### src/sv/ifp_pkg.sv
// shared widths, codes, types and helpers of the imu position fusion block
package ifp_pkg;

	// serial multiplier operand width and product width
	localparam int MUL_W = 34;
	localparam int PROD_W = 2 * MUL_W;

	// serial divider: numerator is |diff| << 16, denominator is dt
	localparam int DIV_NUM_W = 49;
	localparam int DIV_DEN_W = 32;

	localparam int WGT_W = 17;
	localparam int CFG_IDX_W = 4;
	localparam int CFG_DATA_W = 17;

	// configuration register indexes
	localparam logic [CFG_IDX_W-1:0] CFG_ACCEL_SCALE = 4'd0;
	localparam logic [CFG_IDX_W-1:0] CFG_W_ACCEL     = 4'd1;
	localparam logic [CFG_IDX_W-1:0] CFG_W_GYRO      = 4'd2;
	localparam logic [CFG_IDX_W-1:0] CFG_W_MERGE     = 4'd3;
	localparam logic [CFG_IDX_W-1:0] CFG_W_POS_VEL   = 4'd4;
	localparam logic [CFG_IDX_W-1:0] CFG_W_POS_SENS  = 4'd5;
	localparam logic [CFG_IDX_W-1:0] CFG_W_HEADING   = 4'd6;
	localparam logic [CFG_IDX_W-1:0] CFG_W_VEL       = 4'd7;

	// slots of the weight register array
	localparam logic [2:0] WI_ACCEL    = 3'd0;
	localparam logic [2:0] WI_GYRO     = 3'd1;
	localparam logic [2:0] WI_MERGE    = 3'd2;
	localparam logic [2:0] WI_POS_VEL  = 3'd3;
	localparam logic [2:0] WI_POS_SENS = 3'd4;
	localparam logic [2:0] WI_HEADING  = 3'd5;
	localparam logic [2:0] WI_VEL      = 3'd6;

	// sequencer program: steps 0..15 are eight per axis, then heading and velocity
	localparam logic [4:0] OP_HEADING = 5'd16;
	localparam logic [4:0] OP_DIV_X   = 5'd17;
	localparam logic [4:0] OP_VEL_X   = 5'd18;
	localparam logic [4:0] OP_DIV_Y   = 5'd19;
	localparam logic [4:0] OP_VEL_Y   = 5'd20;
	localparam logic [4:0] OP_LAST    = OP_VEL_Y;

	typedef enum logic [2:0] {
		K_A_UP,
		K_G_UP,
		K_FA,
		K_FG,
		K_SENSOR,
		K_V_UP,
		K_POS_VEL,
		K_POS_SENS
	} step_t;

	typedef enum logic [2:0] {
		D_T0,
		D_T1,
		D_FA,
		D_FG,
		D_POS,
		D_VEL
	} dest_t;

	typedef struct packed {
		logic signed [MUL_W-1:0] a;
		logic signed [MUL_W-1:0] b;
		logic signed [31:0]      base;
		logic                    rnd;
		logic                    is_div;
		dest_t                   dest;
		logic [1:0]              ax;
	} uop_t;

	function automatic logic signed [31:0] sat32(input logic signed [69:0] x);
		if (x > 70'sd2147483647) begin
			return 32'sh7fffffff;
		end else if (x < -70'sd2147483648) begin
			return 32'sh80000000;
		end else begin
			return $signed(x[31:0]);
		end
	endfunction

endpackage

### src/sv/ifp_stream_if.sv
// valid/ready channels for imu samples and fused estimates
interface ifp_in_if;
	logic               valid;
	logic               ready;
	logic [31:0]        time_stamp;
	logic signed [15:0] accel_x;
	logic signed [15:0] accel_y;
	logic signed [15:0] gyro_x;
	logic signed [15:0] gyro_y;
	logic signed [15:0] gyro_z;

	modport source (output valid, time_stamp, accel_x, accel_y, gyro_x, gyro_y, gyro_z,
		input ready);
	modport sink (input valid, time_stamp, accel_x, accel_y, gyro_x, gyro_y, gyro_z,
		output ready);
endinterface

interface ifp_out_if;
	logic               valid;
	logic               ready;
	logic signed [31:0] pos_x;
	logic signed [31:0] pos_y;
	logic signed [31:0] heading;
	logic signed [31:0] vel_x;
	logic signed [31:0] vel_y;
	logic               skipped;

	modport source (output valid, pos_x, pos_y, heading, vel_x, vel_y, skipped,
		input ready);
	modport sink (input valid, pos_x, pos_y, heading, vel_x, vel_y, skipped,
		output ready);
endinterface

### src/sv/ifp_mul.sv
// bit-serial signed multiplier, one bit of b per cycle
module ifp_mul
	import ifp_pkg::*;
(
	input  logic                     clk,
	input  logic                     arst_n,
	input  logic                     start,
	input  logic signed [MUL_W-1:0]  a,
	input  logic signed [MUL_W-1:0]  b,
	output logic                     done,
	output logic signed [PROD_W-1:0] p
);

	localparam int CNT_W = $clog2(MUL_W + 1);

	logic              busy_q;
	logic              done_q;
	logic [CNT_W-1:0]  cnt_q;
	logic signed [MUL_W:0]   a_q;
	logic signed [MUL_W:0]   hi_q;
	logic [MUL_W-1:0]        lo_q;
	logic              last;
	logic signed [MUL_W:0]   addend;
	logic signed [MUL_W:0]   sum;

	assign last = (cnt_q == CNT_W'(MUL_W - 1));

	// top bit of b carries negative weight
	always_comb begin
		if (lo_q[0]) begin
			addend = last ? -a_q : a_q;
		end else begin
			addend = '0;
		end
		sum = hi_q + addend;
	end

	always_ff @(posedge clk or negedge arst_n) begin
		if (!arst_n) begin
			busy_q <= 1'b0;
			done_q <= 1'b0;
			cnt_q  <= '0;
		end else begin
			done_q <= 1'b0;
			if (start) begin
				busy_q <= 1'b1;
				cnt_q  <= '0;
			end else if (busy_q) begin
				cnt_q <= cnt_q + CNT_W'(1);
				if (last) begin
					busy_q <= 1'b0;
					done_q <= 1'b1;
				end
			end
		end
	end

	always_ff @(posedge clk) begin
		if (start) begin
			a_q  <= {a[MUL_W-1], a};
			hi_q <= '0;
			lo_q <= b;
		end else if (busy_q) begin
			hi_q <= {sum[MUL_W], sum[MUL_W:1]};
			lo_q <= {sum[0], lo_q[MUL_W-1:1]};
		end
	end

	assign done = done_q;
	assign p    = $signed({hi_q[MUL_W-1:0], lo_q});

endmodule

### src/sv/ifp_div.sv
// restoring unsigned divider, one quotient bit per cycle
module ifp_div
	import ifp_pkg::*;
(
	input  logic                 clk,
	input  logic                 arst_n,
	input  logic                 start,
	input  logic [DIV_NUM_W-1:0] num,
	input  logic [DIV_DEN_W-1:0] den,
	output logic                 done,
	output logic [DIV_NUM_W-1:0] q
);

	localparam int CNT_W = $clog2(DIV_NUM_W + 1);

	logic                 busy_q;
	logic                 done_q;
	logic [CNT_W-1:0]     cnt_q;
	logic [DIV_DEN_W-1:0] den_q;
	logic [DIV_DEN_W-1:0] rem_q;
	logic [DIV_NUM_W-1:0] quo_q;
	logic [DIV_DEN_W:0]   trial;
	logic [DIV_DEN_W:0]   diff;
	logic                 ge;

	always_comb begin
		trial = {rem_q, quo_q[DIV_NUM_W-1]};
		ge    = (trial >= {1'b0, den_q});
		diff  = trial - {1'b0, den_q};
	end

	always_ff @(posedge clk or negedge arst_n) begin
		if (!arst_n) begin
			busy_q <= 1'b0;
			done_q <= 1'b0;
			cnt_q  <= '0;
		end else begin
			done_q <= 1'b0;
			if (start) begin
				busy_q <= 1'b1;
				cnt_q  <= '0;
			end else if (busy_q) begin
				cnt_q <= cnt_q + CNT_W'(1);
				if (cnt_q == CNT_W'(DIV_NUM_W - 1)) begin
					busy_q <= 1'b0;
					done_q <= 1'b1;
				end
			end
		end
	end

	always_ff @(posedge clk) begin
		if (start) begin
			den_q <= den;
			rem_q <= '0;
			quo_q <= num;
		end else if (busy_q) begin
			rem_q <= ge ? diff[DIV_DEN_W-1:0] : trial[DIV_DEN_W-1:0];
			quo_q <= {quo_q[DIV_NUM_W-2:0], ge};
		end
	end

	assign done = done_q;
	assign q    = quo_q;

endmodule

### src/sv/imu_position_fusion_top.sv
// imu position fusion: complementary filter sequenced over a serial multiplier and divider
//
//   channel  dir  handshake      payload
//   in_ch    in   valid/ready    time_stamp, accel_x/y, gyro_x/y/z
//   out_ch   out  valid/ready    pos_x, pos_y, heading, vel_x, vel_y, skipped
//   cfg      in   cfg_we         cfg_index, cfg_data (no read-back)
//
// a sample that advances time runs 19 multiplies in the shared bit-serial
// multiplier and 2 divides in the serial divider, plus a few sequencing states.
// a skipped sample (first one, or time not advancing) goes straight to the output state.
// one sample is in work at a time; in_ch.ready is high only when idle.
// the result sits in an output register, so a new sample is taken while it waits.
// arst_n clears estimates, last time and configuration to their reset values.
module imu_position_fusion_top
	import ifp_pkg::*;
(
	input  logic                  clk,
	input  logic                  arst_n,
	ifp_in_if.sink                in_ch,
	ifp_out_if.source             out_ch,
	input  logic                  cfg_we,
	input  logic [CFG_IDX_W-1:0]  cfg_index,
	input  logic [CFG_DATA_W-1:0] cfg_data
);

	typedef enum logic [6:0] {
		S_IDLE    = 7'b0000001,
		S_LOAD    = 7'b0000010,
		S_MUL     = 7'b0000100,
		S_POST    = 7'b0001000,
		S_DIV     = 7'b0010000,
		S_DIVPOST = 7'b0100000,
		S_OUT     = 7'b1000000
	} state_t;

	state_t state_q;
	logic [4:0] op_q;

	// configuration
	logic signed [15:0] scale_q;
	logic [WGT_W-1:0]   w_q [7];

	// filter state
	logic signed [31:0] pos_q [3];
	logic signed [31:0] vel_q [2];
	logic signed [31:0] fa_q [2];
	logic signed [31:0] fg_q [2];
	logic [31:0]        last_q;

	// per-sample working registers
	logic signed [15:0] ax_q, ay_q, gx_q, gy_q, gz_q;
	logic [31:0]        dt_q;
	logic signed [31:0] old_q [2];
	logic signed [31:0] t0_q, t1_q;
	logic               skip_q;
	logic               neg_q;
	uop_t               uop_q;

	// output register
	logic               ov_q;
	logic signed [31:0] o_pos_x_q, o_pos_y_q, o_head_q, o_vel_x_q, o_vel_y_q;
	logic               o_skip_q;

	logic in_xfer;
	logic skip_now;
	logic out_load;
	uop_t uop;
	logic ax1;

	logic                     mul_start, mul_done;
	logic signed [PROD_W-1:0] mul_p;
	logic                     div_start, div_done;
	logic [DIV_NUM_W-1:0]     div_num, div_q;
	logic signed [32:0]       vdiff;
	logic [32:0]              vmag;

	logic signed [68:0] p_rnd, p_sel;
	logic signed [69:0] post_sum;
	logic signed [31:0] post_res;
	logic signed [49:0] q_signed;
	logic signed [31:0] meas;

	function automatic uop_t mk_blend(input logic signed [31:0] m1,
		input logic signed [31:0] m2, input logic [WGT_W-1:0] w,
		input dest_t dst, input logic [1:0] ax);
		uop_t u;
		logic signed [32:0] d;
		logic [WGT_W-1:0] wc;
		d = $signed({m2[31], m2} - {m1[31], m1});
		// weights above one act as one
		wc = w[16] ? 17'h10000 : w;
		u.a = {d[32], d};
		u.b = $signed({17'b0, wc});
		u.base = m1;
		u.rnd = 1'b1;
		u.is_div = 1'b0;
		u.dest = dst;
		u.ax = ax;
		return u;
	endfunction

	assign in_xfer  = in_ch.valid && in_ch.ready;
	assign in_ch.ready = (state_q == S_IDLE);
	assign skip_now = (last_q == 32'd0) || (last_q >= in_ch.time_stamp);
	assign out_load = (state_q == S_OUT) && (!ov_q || out_ch.ready);
	assign ax1      = op_q[3];

	// micro-op decode of the current program step
	always_comb begin
		logic signed [15:0] acc, gyr;
		acc = ax1 ? ay_q : ax_q;
		gyr = ax1 ? gy_q : gx_q;
		uop = '0;
		if (op_q < OP_HEADING) begin
			unique case (step_t'(op_q[2:0]))
				K_A_UP: begin
					// raw accel times Q8.8 scale, shifted up into Q16.16
					uop.a = $signed({{10{acc[15]}}, acc, 8'b0});
					uop.b = $signed({{18{scale_q[15]}}, scale_q});
					uop.dest = D_T0;
				end
				K_G_UP: begin
					uop.a = $signed({{18{gyr[15]}}, gyr});
					uop.b = $signed({2'b0, dt_q});
					uop.base = pos_q[{1'b0, ax1}];
					uop.dest = D_T1;
				end
				K_FA: uop = mk_blend(fa_q[ax1], t0_q, w_q[WI_ACCEL], D_FA, {1'b0, ax1});
				K_FG: uop = mk_blend(fg_q[ax1], t1_q, w_q[WI_GYRO], D_FG, {1'b0, ax1});
				K_SENSOR: uop = mk_blend(fa_q[ax1], fg_q[ax1], w_q[WI_MERGE], D_T0,
					{1'b0, ax1});
				K_V_UP: begin
					uop.a = $signed({{2{vel_q[ax1][31]}}, vel_q[ax1]});
					uop.b = $signed({2'b0, dt_q});
					uop.base = pos_q[{1'b0, ax1}];
					uop.rnd = 1'b1;
					uop.dest = D_T1;
				end
				K_POS_VEL: uop = mk_blend(pos_q[{1'b0, ax1}], t1_q, w_q[WI_POS_VEL],
					D_POS, {1'b0, ax1});
				K_POS_SENS: uop = mk_blend(pos_q[{1'b0, ax1}], t0_q, w_q[WI_POS_SENS],
					D_POS, {1'b0, ax1});
				default: uop = '0;
			endcase
		end else begin
			priority case (op_q)
				OP_HEADING: uop = mk_blend(pos_q[2], $signed({gz_q, 16'b0}),
					w_q[WI_HEADING], D_POS, 2'd2);
				OP_DIV_X: begin
					uop.is_div = 1'b1;
					uop.dest = D_T0;
					uop.ax = 2'd0;
				end
				OP_VEL_X: uop = mk_blend(vel_q[0], t0_q, w_q[WI_VEL], D_VEL, 2'd0);
				OP_DIV_Y: begin
					uop.is_div = 1'b1;
					uop.dest = D_T0;
					uop.ax = 2'd1;
				end
				OP_VEL_Y: uop = mk_blend(vel_q[1], t0_q, w_q[WI_VEL], D_VEL, 2'd1);
				default: uop = '0;
			endcase
		end
	end

	// divider operands: |pos_new - pos_old| << 16 over dt
	always_comb begin
		vdiff = $signed({pos_q[uop.ax][31], pos_q[uop.ax]}
			- {old_q[uop.ax[0]][31], old_q[uop.ax[0]]});
		vmag = vdiff[32] ? 33'(-vdiff) : 33'(vdiff);
		div_num = {vmag, 16'b0};
	end

	assign mul_start = (state_q == S_LOAD) && !uop.is_div;
	assign div_start = (state_q == S_LOAD) && uop.is_div;

	ifp_mul u_mul (
		.clk    (clk),
		.arst_n (arst_n),
		.start  (mul_start),
		.a      (uop.a),
		.b      (uop.b),
		.done   (mul_done),
		.p      (mul_p)
	);

	ifp_div u_div (
		.clk    (clk),
		.arst_n (arst_n),
		.start  (div_start),
		.num    (div_num),
		.den    (dt_q),
		.done   (div_done),
		.q      (div_q)
	);

	// product post-processing: optional round to Q16.16, add base, saturate
	always_comb begin
		p_rnd = ($signed({mul_p[PROD_W-1], mul_p}) + 69'sd32768) >>> 16;
		p_sel = uop_q.rnd ? p_rnd : 69'(mul_p);
		post_sum = 70'($signed(uop_q.base)) + 70'(p_sel);
		post_res = sat32(post_sum);
		// quotient truncates toward zero, sign applied afterwards
		q_signed = neg_q ? -$signed({1'b0, div_q}) : $signed({1'b0, div_q});
		meas = sat32(70'(q_signed));
	end

	// sequencer
	always_ff @(posedge clk or negedge arst_n) begin
		if (!arst_n) begin
			state_q <= S_IDLE;
			op_q    <= '0;
			ov_q    <= 1'b0;
		end else begin
			if (out_load) begin
				ov_q <= 1'b1;
			end else if (out_ch.ready) begin
				ov_q <= 1'b0;
			end
			unique case (state_q)
				S_IDLE: begin
					if (in_xfer) begin
						op_q    <= '0;
						state_q <= skip_now ? S_OUT : S_LOAD;
					end
				end
				S_LOAD: state_q <= uop.is_div ? S_DIV : S_MUL;
				S_MUL: begin
					if (mul_done) begin
						state_q <= S_POST;
					end
				end
				S_DIV: begin
					if (div_done) begin
						state_q <= S_DIVPOST;
					end
				end
				S_POST, S_DIVPOST: begin
					op_q    <= op_q + 5'd1;
					state_q <= (op_q == OP_LAST) ? S_OUT : S_LOAD;
				end
				S_OUT: begin
					if (out_load) begin
						state_q <= S_IDLE;
					end
				end
				default: state_q <= S_IDLE;
			endcase
		end
	end

	// configuration registers and filter state
	always_ff @(posedge clk or negedge arst_n) begin
		if (!arst_n) begin
			scale_q <= 16'sd256;
			for (int i = 0; i < 7; i++) begin
				w_q[i] <= 17'd32768;
			end
			for (int i = 0; i < 3; i++) begin
				pos_q[i] <= '0;
			end
			for (int i = 0; i < 2; i++) begin
				vel_q[i] <= '0;
				fa_q[i]  <= '0;
				fg_q[i]  <= '0;
			end
			last_q <= '0;
		end else begin
			if (cfg_we) begin
				priority if (cfg_index == CFG_ACCEL_SCALE) begin
					scale_q <= $signed(cfg_data[15:0]);
				end else if (cfg_index <= CFG_W_VEL) begin
					w_q[3'(cfg_index - CFG_W_ACCEL)] <= cfg_data;
				end
			end
			if (in_xfer) begin
				last_q <= in_ch.time_stamp;
			end
			if (state_q == S_POST) begin
				unique case (uop_q.dest)
					D_FA:    fa_q[uop_q.ax[0]]  <= post_res;
					D_FG:    fg_q[uop_q.ax[0]]  <= post_res;
					D_POS:   pos_q[uop_q.ax]    <= post_res;
					D_VEL:   vel_q[uop_q.ax[0]] <= post_res;
					default: ;
				endcase
			end
		end
	end

	// sample capture, temporaries and output payload
	always_ff @(posedge clk) begin
		if (in_xfer) begin
			ax_q     <= in_ch.accel_x;
			ay_q     <= in_ch.accel_y;
			gx_q     <= in_ch.gyro_x;
			gy_q     <= in_ch.gyro_y;
			gz_q     <= in_ch.gyro_z;
			dt_q     <= in_ch.time_stamp - last_q;
			old_q[0] <= pos_q[0];
			old_q[1] <= pos_q[1];
			skip_q   <= skip_now;
		end
		if (state_q == S_LOAD) begin
			uop_q <= uop;
			neg_q <= vdiff[32];
		end
		if (state_q == S_POST) begin
			if (uop_q.dest == D_T0) begin
				t0_q <= post_res;
			end
			if (uop_q.dest == D_T1) begin
				t1_q <= post_res;
			end
		end
		if (state_q == S_DIVPOST) begin
			t0_q <= meas;
		end
		if (out_load) begin
			o_pos_x_q <= pos_q[0];
			o_pos_y_q <= pos_q[1];
			o_head_q  <= pos_q[2];
			o_vel_x_q <= vel_q[0];
			o_vel_y_q <= vel_q[1];
			o_skip_q  <= skip_q;
		end
	end

	assign out_ch.valid   = ov_q;
	assign out_ch.pos_x   = o_pos_x_q;
	assign out_ch.pos_y   = o_pos_y_q;
	assign out_ch.heading = o_head_q;
	assign out_ch.vel_x   = o_vel_x_q;
	assign out_ch.vel_y   = o_vel_y_q;
	assign out_ch.skipped = o_skip_q;

endmodule

### src/flat_wrapper.sv
// flat-port wrapper written by rule: the top's interface ports become plain ports
module imu_position_fusion_top_flat import ifp_pkg::*;
  (clk, arst_n, cfg_we, cfg_index, cfg_data, in_ch_valid, in_ch_time_stamp, in_ch_accel_x, in_ch_accel_y, in_ch_gyro_x, in_ch_gyro_y, in_ch_gyro_z, in_ch_ready, out_ch_valid, out_ch_pos_x, out_ch_pos_y, out_ch_heading, out_ch_vel_x, out_ch_vel_y, out_ch_skipped, out_ch_ready);
  ifp_in_if in_ch_i ();
  ifp_out_if out_ch_i ();
  input  logic clk;
  input  logic arst_n;
  input  logic cfg_we;
  input  logic [CFG_IDX_W-1:0] cfg_index;
  input  logic [CFG_DATA_W-1:0] cfg_data;
  input wire logic [$bits(in_ch_i.valid)-1:0] in_ch_valid;
  input wire logic [$bits(in_ch_i.time_stamp)-1:0] in_ch_time_stamp;
  input wire logic [$bits(in_ch_i.accel_x)-1:0] in_ch_accel_x;
  input wire logic [$bits(in_ch_i.accel_y)-1:0] in_ch_accel_y;
  input wire logic [$bits(in_ch_i.gyro_x)-1:0] in_ch_gyro_x;
  input wire logic [$bits(in_ch_i.gyro_y)-1:0] in_ch_gyro_y;
  input wire logic [$bits(in_ch_i.gyro_z)-1:0] in_ch_gyro_z;
  output wire logic [$bits(in_ch_i.ready)-1:0] in_ch_ready;
  output wire logic [$bits(out_ch_i.valid)-1:0] out_ch_valid;
  output wire logic [$bits(out_ch_i.pos_x)-1:0] out_ch_pos_x;
  output wire logic [$bits(out_ch_i.pos_y)-1:0] out_ch_pos_y;
  output wire logic [$bits(out_ch_i.heading)-1:0] out_ch_heading;
  output wire logic [$bits(out_ch_i.vel_x)-1:0] out_ch_vel_x;
  output wire logic [$bits(out_ch_i.vel_y)-1:0] out_ch_vel_y;
  output wire logic [$bits(out_ch_i.skipped)-1:0] out_ch_skipped;
  input wire logic [$bits(out_ch_i.ready)-1:0] out_ch_ready;
  assign in_ch_i.valid = in_ch_valid;
  assign in_ch_i.time_stamp = in_ch_time_stamp;
  assign in_ch_i.accel_x = in_ch_accel_x;
  assign in_ch_i.accel_y = in_ch_accel_y;
  assign in_ch_i.gyro_x = in_ch_gyro_x;
  assign in_ch_i.gyro_y = in_ch_gyro_y;
  assign in_ch_i.gyro_z = in_ch_gyro_z;
  assign in_ch_ready = in_ch_i.ready;
  assign out_ch_valid = out_ch_i.valid;
  assign out_ch_pos_x = out_ch_i.pos_x;
  assign out_ch_pos_y = out_ch_i.pos_y;
  assign out_ch_heading = out_ch_i.heading;
  assign out_ch_vel_x = out_ch_i.vel_x;
  assign out_ch_vel_y = out_ch_i.vel_y;
  assign out_ch_skipped = out_ch_i.skipped;
  assign out_ch_i.ready = out_ch_ready;
  imu_position_fusion_top u_core (.clk(clk), .arst_n(arst_n), .in_ch(in_ch_i), .out_ch(out_ch_i), .cfg_we(cfg_we), .cfg_index(cfg_index), .cfg_data(cfg_data));
endmodule
### config.mk
export PLATFORM = sky130hd
export DESIGN_NAME = imu_position_fusion_top_flat
export DESIGN_NICKNAME = d
export VERILOG_FILES = /design/src/sv/ifp_pkg.sv /design/src/sv/ifp_stream_if.sv /design/src/sv/ifp_mul.sv /design/src/sv/ifp_div.sv /design/src/sv/imu_position_fusion_top.sv /design/src/flat_wrapper.sv
export SDC_FILE = /design/constraint.sdc
export NUM_CORES = 2
export LEC_CHECK = 0
export BUFFER_PORTS_ARGS = -buffer_cell sky130_fd_sc_hd__buf_4
export CORE_MARGIN = 2
export CORE_UTILIZATION = 40
export DETAILED_ROUTE_END_ITERATION = 12
export PLACE_DENSITY = 0.65
export SETUP_SLACK_MARGIN = 0.4
export SYNTH_ARGS = -nofsm -noshare
export SYNTH_HDL_FRONTEND = slang
export SYNTH_SLANG_ARGS = --single-unit
### constraint.sdc
create_clock -name clk -period 13.2 [get_ports clk]
set_input_delay 1.98 -clock clk [delete_from_list [all_inputs] [get_ports clk]]
set_output_delay 1.98 -clock clk [all_outputs]
set_load 0.03 [all_outputs]
**Word level (Yosys, flattened, before mapping)**

Memories as Yosys holds them, arrays and structs flattened.
Cells that the tools add are included.

- Add/subtract/negate cells: 21
- Magnitude comparators: 17
- Equality and inequality tests: 30
- Mux-type cells: 90
- Bitwise operators: 7
- Reductions and logical operators: 39

Operator list:

| kind | number |
|---|---|
| $mux 32 | 23 |
| $pmux 68 s8 | 1 |
| $pmux 101 s3 | 1 |
| $sub 32x32->33 | 9 |
| $bwmux 64 | 3 |
| $mux 17 | 8 |
| $bmux 32 s2 | 2 |
| $bwmux 119 | 1 |
| $mux 107 | 1 |
| $mux 49 | 2 |
| $bwmux 96 | 1 |
| $pmux 32 s3 | 1 |
| $add 32x69->70 | 1 |
| $gt 70x32->1 const B | 1 |
| $lt 70x32->1 const B | 1 |
| $mux 35 | 2 |
| $add 68x17->69 const B | 1 |
| $mux 69 | 1 |
| $mux 34 | 2 |
| $demux 32 s2 | 1 |
| $sub 32x32->32 | 2 |
| $demux 17 s3 | 1 |
| $gt 50x32->1 const B | 1 |
| $lt 50x32->1 const B | 1 |
| other kinds (62) | 136 |

- Bits in registers: 1,076
- Bits in writable memories: 64
- Input port bits: 138
- Memories: 1

Memory list:

| memory | depth | width | rd ports | clocked after memory_dff | write ports | RTL line | text |
|---|---|---|---|---|---|---|---|
| u_core.old_q | 2 | 32 | 1 | 0 | 2 | imu_position_fusion_top.sv:53 | `logic signed [31:0] old_q [2];` |

**Longest topological paths before layout**

- Depth in word-level cells: 15
- Gate-level depth with buffers: 31
- Depth with buffers taken out: 27

**By module**

Synthesis repeated with hierarchy kept, for this count alone.

- Cells, all modules: 7,172
- Area total of the unflattened synthesis: 70,994.3 um2

Modules (own cells, without submodules):

| module | instances | cells an instance | area an instance (um2) | seq. area each (um2) |
|---|---|---|---|---|
| imu_position_fusion_top | 1 | 5,900 | 57,368.8 | 24,965.2 |
| ifp_mul | 1 | 668 | 6,864.1 | 2,922.8 |
| ifp_div | 1 | 604 | 6,761.5 | 3,273.1 |

**Worst setup path before layout**

No wires, ideal clock.

- Path type: input-to-reg
- Start: in out_ch_ready
- End: reg u_core.o_head_q[0], in the netlist u_core.out_ch.heading[0] (enable)
- Library setup time: 0.735 ns
- Arrival time: 9.769 ns
- Setup slack: 2.695 ns
- Stages on the path: 2
- Cell sequence: inv_1 > a21oi_1

- Longest elaborated chain between the ends: 2

RTL lines:

| item | RTL line | text |
|---|---|---|
| start, declared | flat_wrapper.sv:26 | `input wire logic [$bits(out_ch_i.ready)-1:0] out_ch_ready;` |
| $logic_or 1x1->1 | imu_position_fusion_top.sv:105 | `assign out_load = (state_q == S_OUT) && (!ov_q \|\| out_ch.ready);` |
| $logic_and 1x1->1 | imu_position_fusion_top.sv:105 |  |
| named net u_core.out_load | imu_position_fusion_top.sv:66 | `logic out_load;` |
| end signal, assigned | imu_position_fusion_top.sv:322 | `o_head_q <= pos_q[2];` |
| end, declared | imu_position_fusion_top.sv:61 | `logic signed [31:0] o_pos_x_q, o_pos_y_q, o_head_q, o_vel_x_q, o_vel_y_q;` |

The timed path passes the listed nets, and every way through them passes these cells.
A chain may end at the register's enable or synchronous reset.

**Worst setup path after layout**

- Start: reg u_core.u_mul.lo_q[17]
- End: reg u_core.t1_q[9], data pin

- Longest elaborated chain between the ends: 6

RTL lines:

| item | RTL line | text |
|---|---|---|
| start, declared | ifp_mul.sv:21 | `logic [MUL_W-1:0] lo_q;` |
| start signal, assigned | ifp_mul.sv:65 | `lo_q <= {sum[0], lo_q[MUL_W-1:1]};` |
| $add 68x17->69 | imu_position_fusion_top.sv:199 | `p_rnd = ($signed({mul_p[PROD_W-1], mul_p}) + 69'sd32768) >>> 16;` |
| $mux 69 * | imu_position_fusion_top.sv:200 | `p_sel = uop_q.rnd ? p_rnd : 69'(mul_p);` |
| $add 32x69->70 * | imu_position_fusion_top.sv:201 | `post_sum = 70'($signed(uop_q.base)) + 70'(p_sel);` |
| $lt 70x32->1 | ifp_pkg.sv:76 | `end else if (x < -70'sd2147483648) begin` |
| $mux 32 | ifp_pkg.sv:76 |  |
| $mux 32 * | ifp_pkg.sv:74 | `if (x > 70'sd2147483647) begin` |
| named net u_core.post_res[9] | imu_position_fusion_top.sv:79 | `logic signed [31:0] post_res;` |
| end signal, assigned | imu_position_fusion_top.sv:313 | `t1_q <= post_res;` |
| end, declared | imu_position_fusion_top.sv:54 | `logic signed [31:0] t0_q, t1_q;` |

Mark *: on every way through the listed nets, which the timed path passes. The rest lies on a longest branch.

==> impl_metrics.ini <==
[outcome]
outcome = finished clean

[setup_path]
slowest_delay_ns = 0.81
path_buf_inv = 1
crit_path_end_kind = flop
start_kind = flop
worst-path-max-fanout = 18
worstPathRequired_ns = 13.71
r2r-start = u_core.u_mul.lo_q[17]$_DFFE_PP_
crit_type = flop to flop
crit_start = u_core.u_mul.lo_q[17]$_DFFE_PP_
critPathTopFamily = simple AND/OR/NAND/NOR gates
cpMostUsedCell = nand2_1
arrival_ns = 9.96
crit_slowest_cell = nand3_2

[power_and_ir_drop]
ir_drop_mv = 0.140
power_switching_w = 0.00819
power_frac_clock_pct = 19.4
p_per_area_mw_per_mm2 = 226
p_leak_nw = 31.3
power_frac_seq_pct = 30.0
power_frac_comb_pct = 50.6
p_int_w = 0.00993
power_switching_share_pct = 45.2

[layout]
drive_gt1_share_pct = 13.7
nets = 7963
fillers = 16600
areaGrowthSynthToFinish_pct = 12.6
multi_input_area_sq_mm = 0.0381
seqCellArea_sq_mm = 0.0310

[synthesis]
synthCells = 7290
netlist.area_leader.share_pct = 24.1
netlist_area_sq_mm = 0.0713
ys_ff_latch = 1139
yosys.area.top_type = edfxtp_1
seq_area_frac_synth_pct = 43.4
syn_avg_cell_area_sq_um = 9.78
synth_warnings = 0
ys.flop_type = edfxtp_1
synth_nets = 7795
synth_edf_count = 573
ys_types = 107
ys_top_cells_by_area = edfxtp_1 24%, dfrtp_1 17%, ha_1 6.3%, mux2i_1 4.2%, nor2_1 4.1%
ys_async_sr_fraction_pct = 42.5

[timing]
grt_setup_unrepaired = no
timing.final.ws_setup_ns = 3.75
setup_tns_ns = 0
hold_viol = 0
fin_crit_ns = 9.45
skew_ns = 0.0626
slew_violations = 0
timing.fmax_mhz = 106
post-route-period-util_pct = 71.6
max-slew-margin-rel_pct = 0.707
holdWs_ns = 0.442
worst_slew_pin_slew_ns = 1.49
finalSetupViolations = 0

[route]
drtIter0Drc = 6489
ant_nets = 0
dr_total_vias = 61200
routedWlPerCell_um = 27.0
post_drt_via_cell_ratio = 6.17
drt_wl_total_um = 268000
drc = 0
firstDrtPassIters = 9

[clock_tree]
cts_hold_buf = 0
clock-sinks = 1139
cts-root-buf = clkbuf_16
cts_tree = yes
clockBufferDepth = 3
cts.repair.resized = 0
clkSlewWorstSetupHoldPaths_ns = 0.07
htreeDepth = 3
cts_setup_buffers = 0
clkLatencyLatePin_ns = 0.81
cts_inserted_buffers = 119

[die]
initial_core_util_pct = 40.4
row_count = 154
die-area_sq_mm = 0.182
num_io_pins = 301
die_h_um = 426
chipWidth_um = 426
fp.coreArea_sq_mm = 0.177

[min_path]
holdCritPathClass = flop to flop
hp-start = u_core.skip_q$_DFFE_PP_

[global_route]
grt_pass1_vias = 58100
grt_use_total_pct = 28.7
grt_max_degree = 137
overflow = 0
antenna_found_initial = 6
grt_pass1_wl_um = 389000

[place]
pre_cts_ws_ns = 4.02
gp_congestion = 1.01
dp_hpwl_um = 197000
port_buffers = 300

[run]
cap_violations = 0
## kinds of logic (layout without fill, tap and decap cells)
family                   after synthesis  in the layout  synth area share [%]
XOR/XNOR                             440            440                  5.40
buffers and inverters                652            926                  3.57
multiplexers                         520            520                  7.92
flip-flops                          1139           1139                  43.4
AO/OA/AOI/OAI                       2093           2093                  19.3
AND/OR/NAND/NOR                     2079           2079                  13.8
adder cells (fa/ha/maj)              367            367                  6.54
other                                  0              5                     0
## cell usage in the layout (no fill, tap or decap), types with 70 or more instances in the layout
cell and n:
nand2b_1 70, mux2_2 206, xor2_1 177, nor2_1 756
nand4_1 72, mux2i_1 298, a21o_1 149, nand2_1 505
a31oi_1 360, o21ai_0 425, nand3_1 171, buf_4 419
a21oi_1 449, xnor2_1 263, inv_1 243, dfrtp_1 470
nor3_1 88, edfxtp_1 573, dfxtp_1 82, o21a_1 71
ha_1 356, clkbuf_16 122
## final timing paths
path,depth (start not counted),slack [ns],end
max,28,3.75,u_core.t1_q[9]$_DFFE_PP_
min,0,0.44,u_core.out_ch.skipped$_DFFE_PP_
max reg2reg,28,3.75,u_core.t1_q[9]$_DFFE_PP_
min reg2reg,0,0.44,u_core.out_ch.skipped$_DFFE_PP_
max in group asynchronous,3,9.68,u_core.fg_q[28]$_DFFE_PN0P_
min in group asynchronous,1,1.19,u_core.w_q[105]$_DFFE_PN0P_
## power by group through the flow
stage / registers (W) / logic (W) / clock network, W
finish: 0.00543 / 0.00917 / 0.00352
global placement: 0.00545 / 0.00881 / 0
floorplan: 0.00533 / 0.00589 / 0
CTS: 0.00541 / 0.00896 / 0.00357
detailed placement: 0.00547 / 0.00890 / 0
global route: 0.00550 / 0.00981 / 0.00371
## synthesized netlist by cell type (82+ instances only)
master / instances
mux2i_1: 299
a21oi_1: 453
dfxtp_1: 82
nand2_1: 509
xnor2_1: 263
a31oi_1: 361
ha_1: 358
o21ai_0: 426
nand3_1: 172
a21o_1: 149
dfrtp_1: 475
nor2_1: 773
nor3_1: 92
edfxtp_1: 573
xor2_1: 177
clkbuf_1: 294
mux2_2: 206
inv_1: 245
## per-layer routing
metal / share of wire (%) / up-vias / global-route usage [%]
li1: - / 27500 / -
met1: 40 / 29900 / 37.9
met2: 45 / 3061 / 45.0
met3: 9.0 / 660 / 5.22
met4: 5.8 / 4 / 14.9
met5: 0.012 / - / 0
## through the flow
| step | power (W) | utilization [%] | cell area (sq um) | cells |
|---|---|---|---|---|
| floorplan | 0.0112 | - | 71300 | 7290 |
| global placement | 0.0143 | 43.1 | 76200 | 9677 |
| detailed placement | 0.0144 | 43.1 | 76200 | 9677 |
| CTS | 0.0179 | 45.4 | 80300 | 9904 |
| global route | 0.0190 | 45.4 | 80300 | 9905 |
| finish | 0.0181 | 45.4 | 80300 | 9909 |
## worst register-to-register path: cells and delay by family (launching register included)
family / cells / cell delay, ns
fa+ha+maj: 1 / 0.42
buf+inv: 1 / 0.68
compound gates: 9 / 2.85
flops: 1 / 0.46
simple gates: 16 / 4.61
xor+xnor: 1 / 0.17
## final cells by class
cell class,count,share of cell area [%]
Timing Repair Buffer,421,3.96
Tap cell,2340,3.65
Clock buffer,159,4.20
Inverter,278,1.31
Clock inverter,68,0.899
Antenna cell,5,0.0156
Multi-Input combinational cell,5499,47.4
Sequential cell,1139,38.6
## sequential cells by signal, summed over array words and instances, names as in the netlist, 33 cells and up
register,cells
u_core.u_mul.lo_q,34
u_core.u_mul.hi_q,34
u_core.pos_q,96
u_core.fg_q,64
u_core.w_q,119
u_core.fa_q,64
u_core.u_div.q,49
u_core.u_mul.a_q,33
u_core.vel_q,64
u_core.old_q,64
u_core.uop_q,38
(Power assumes the default switching activity.)
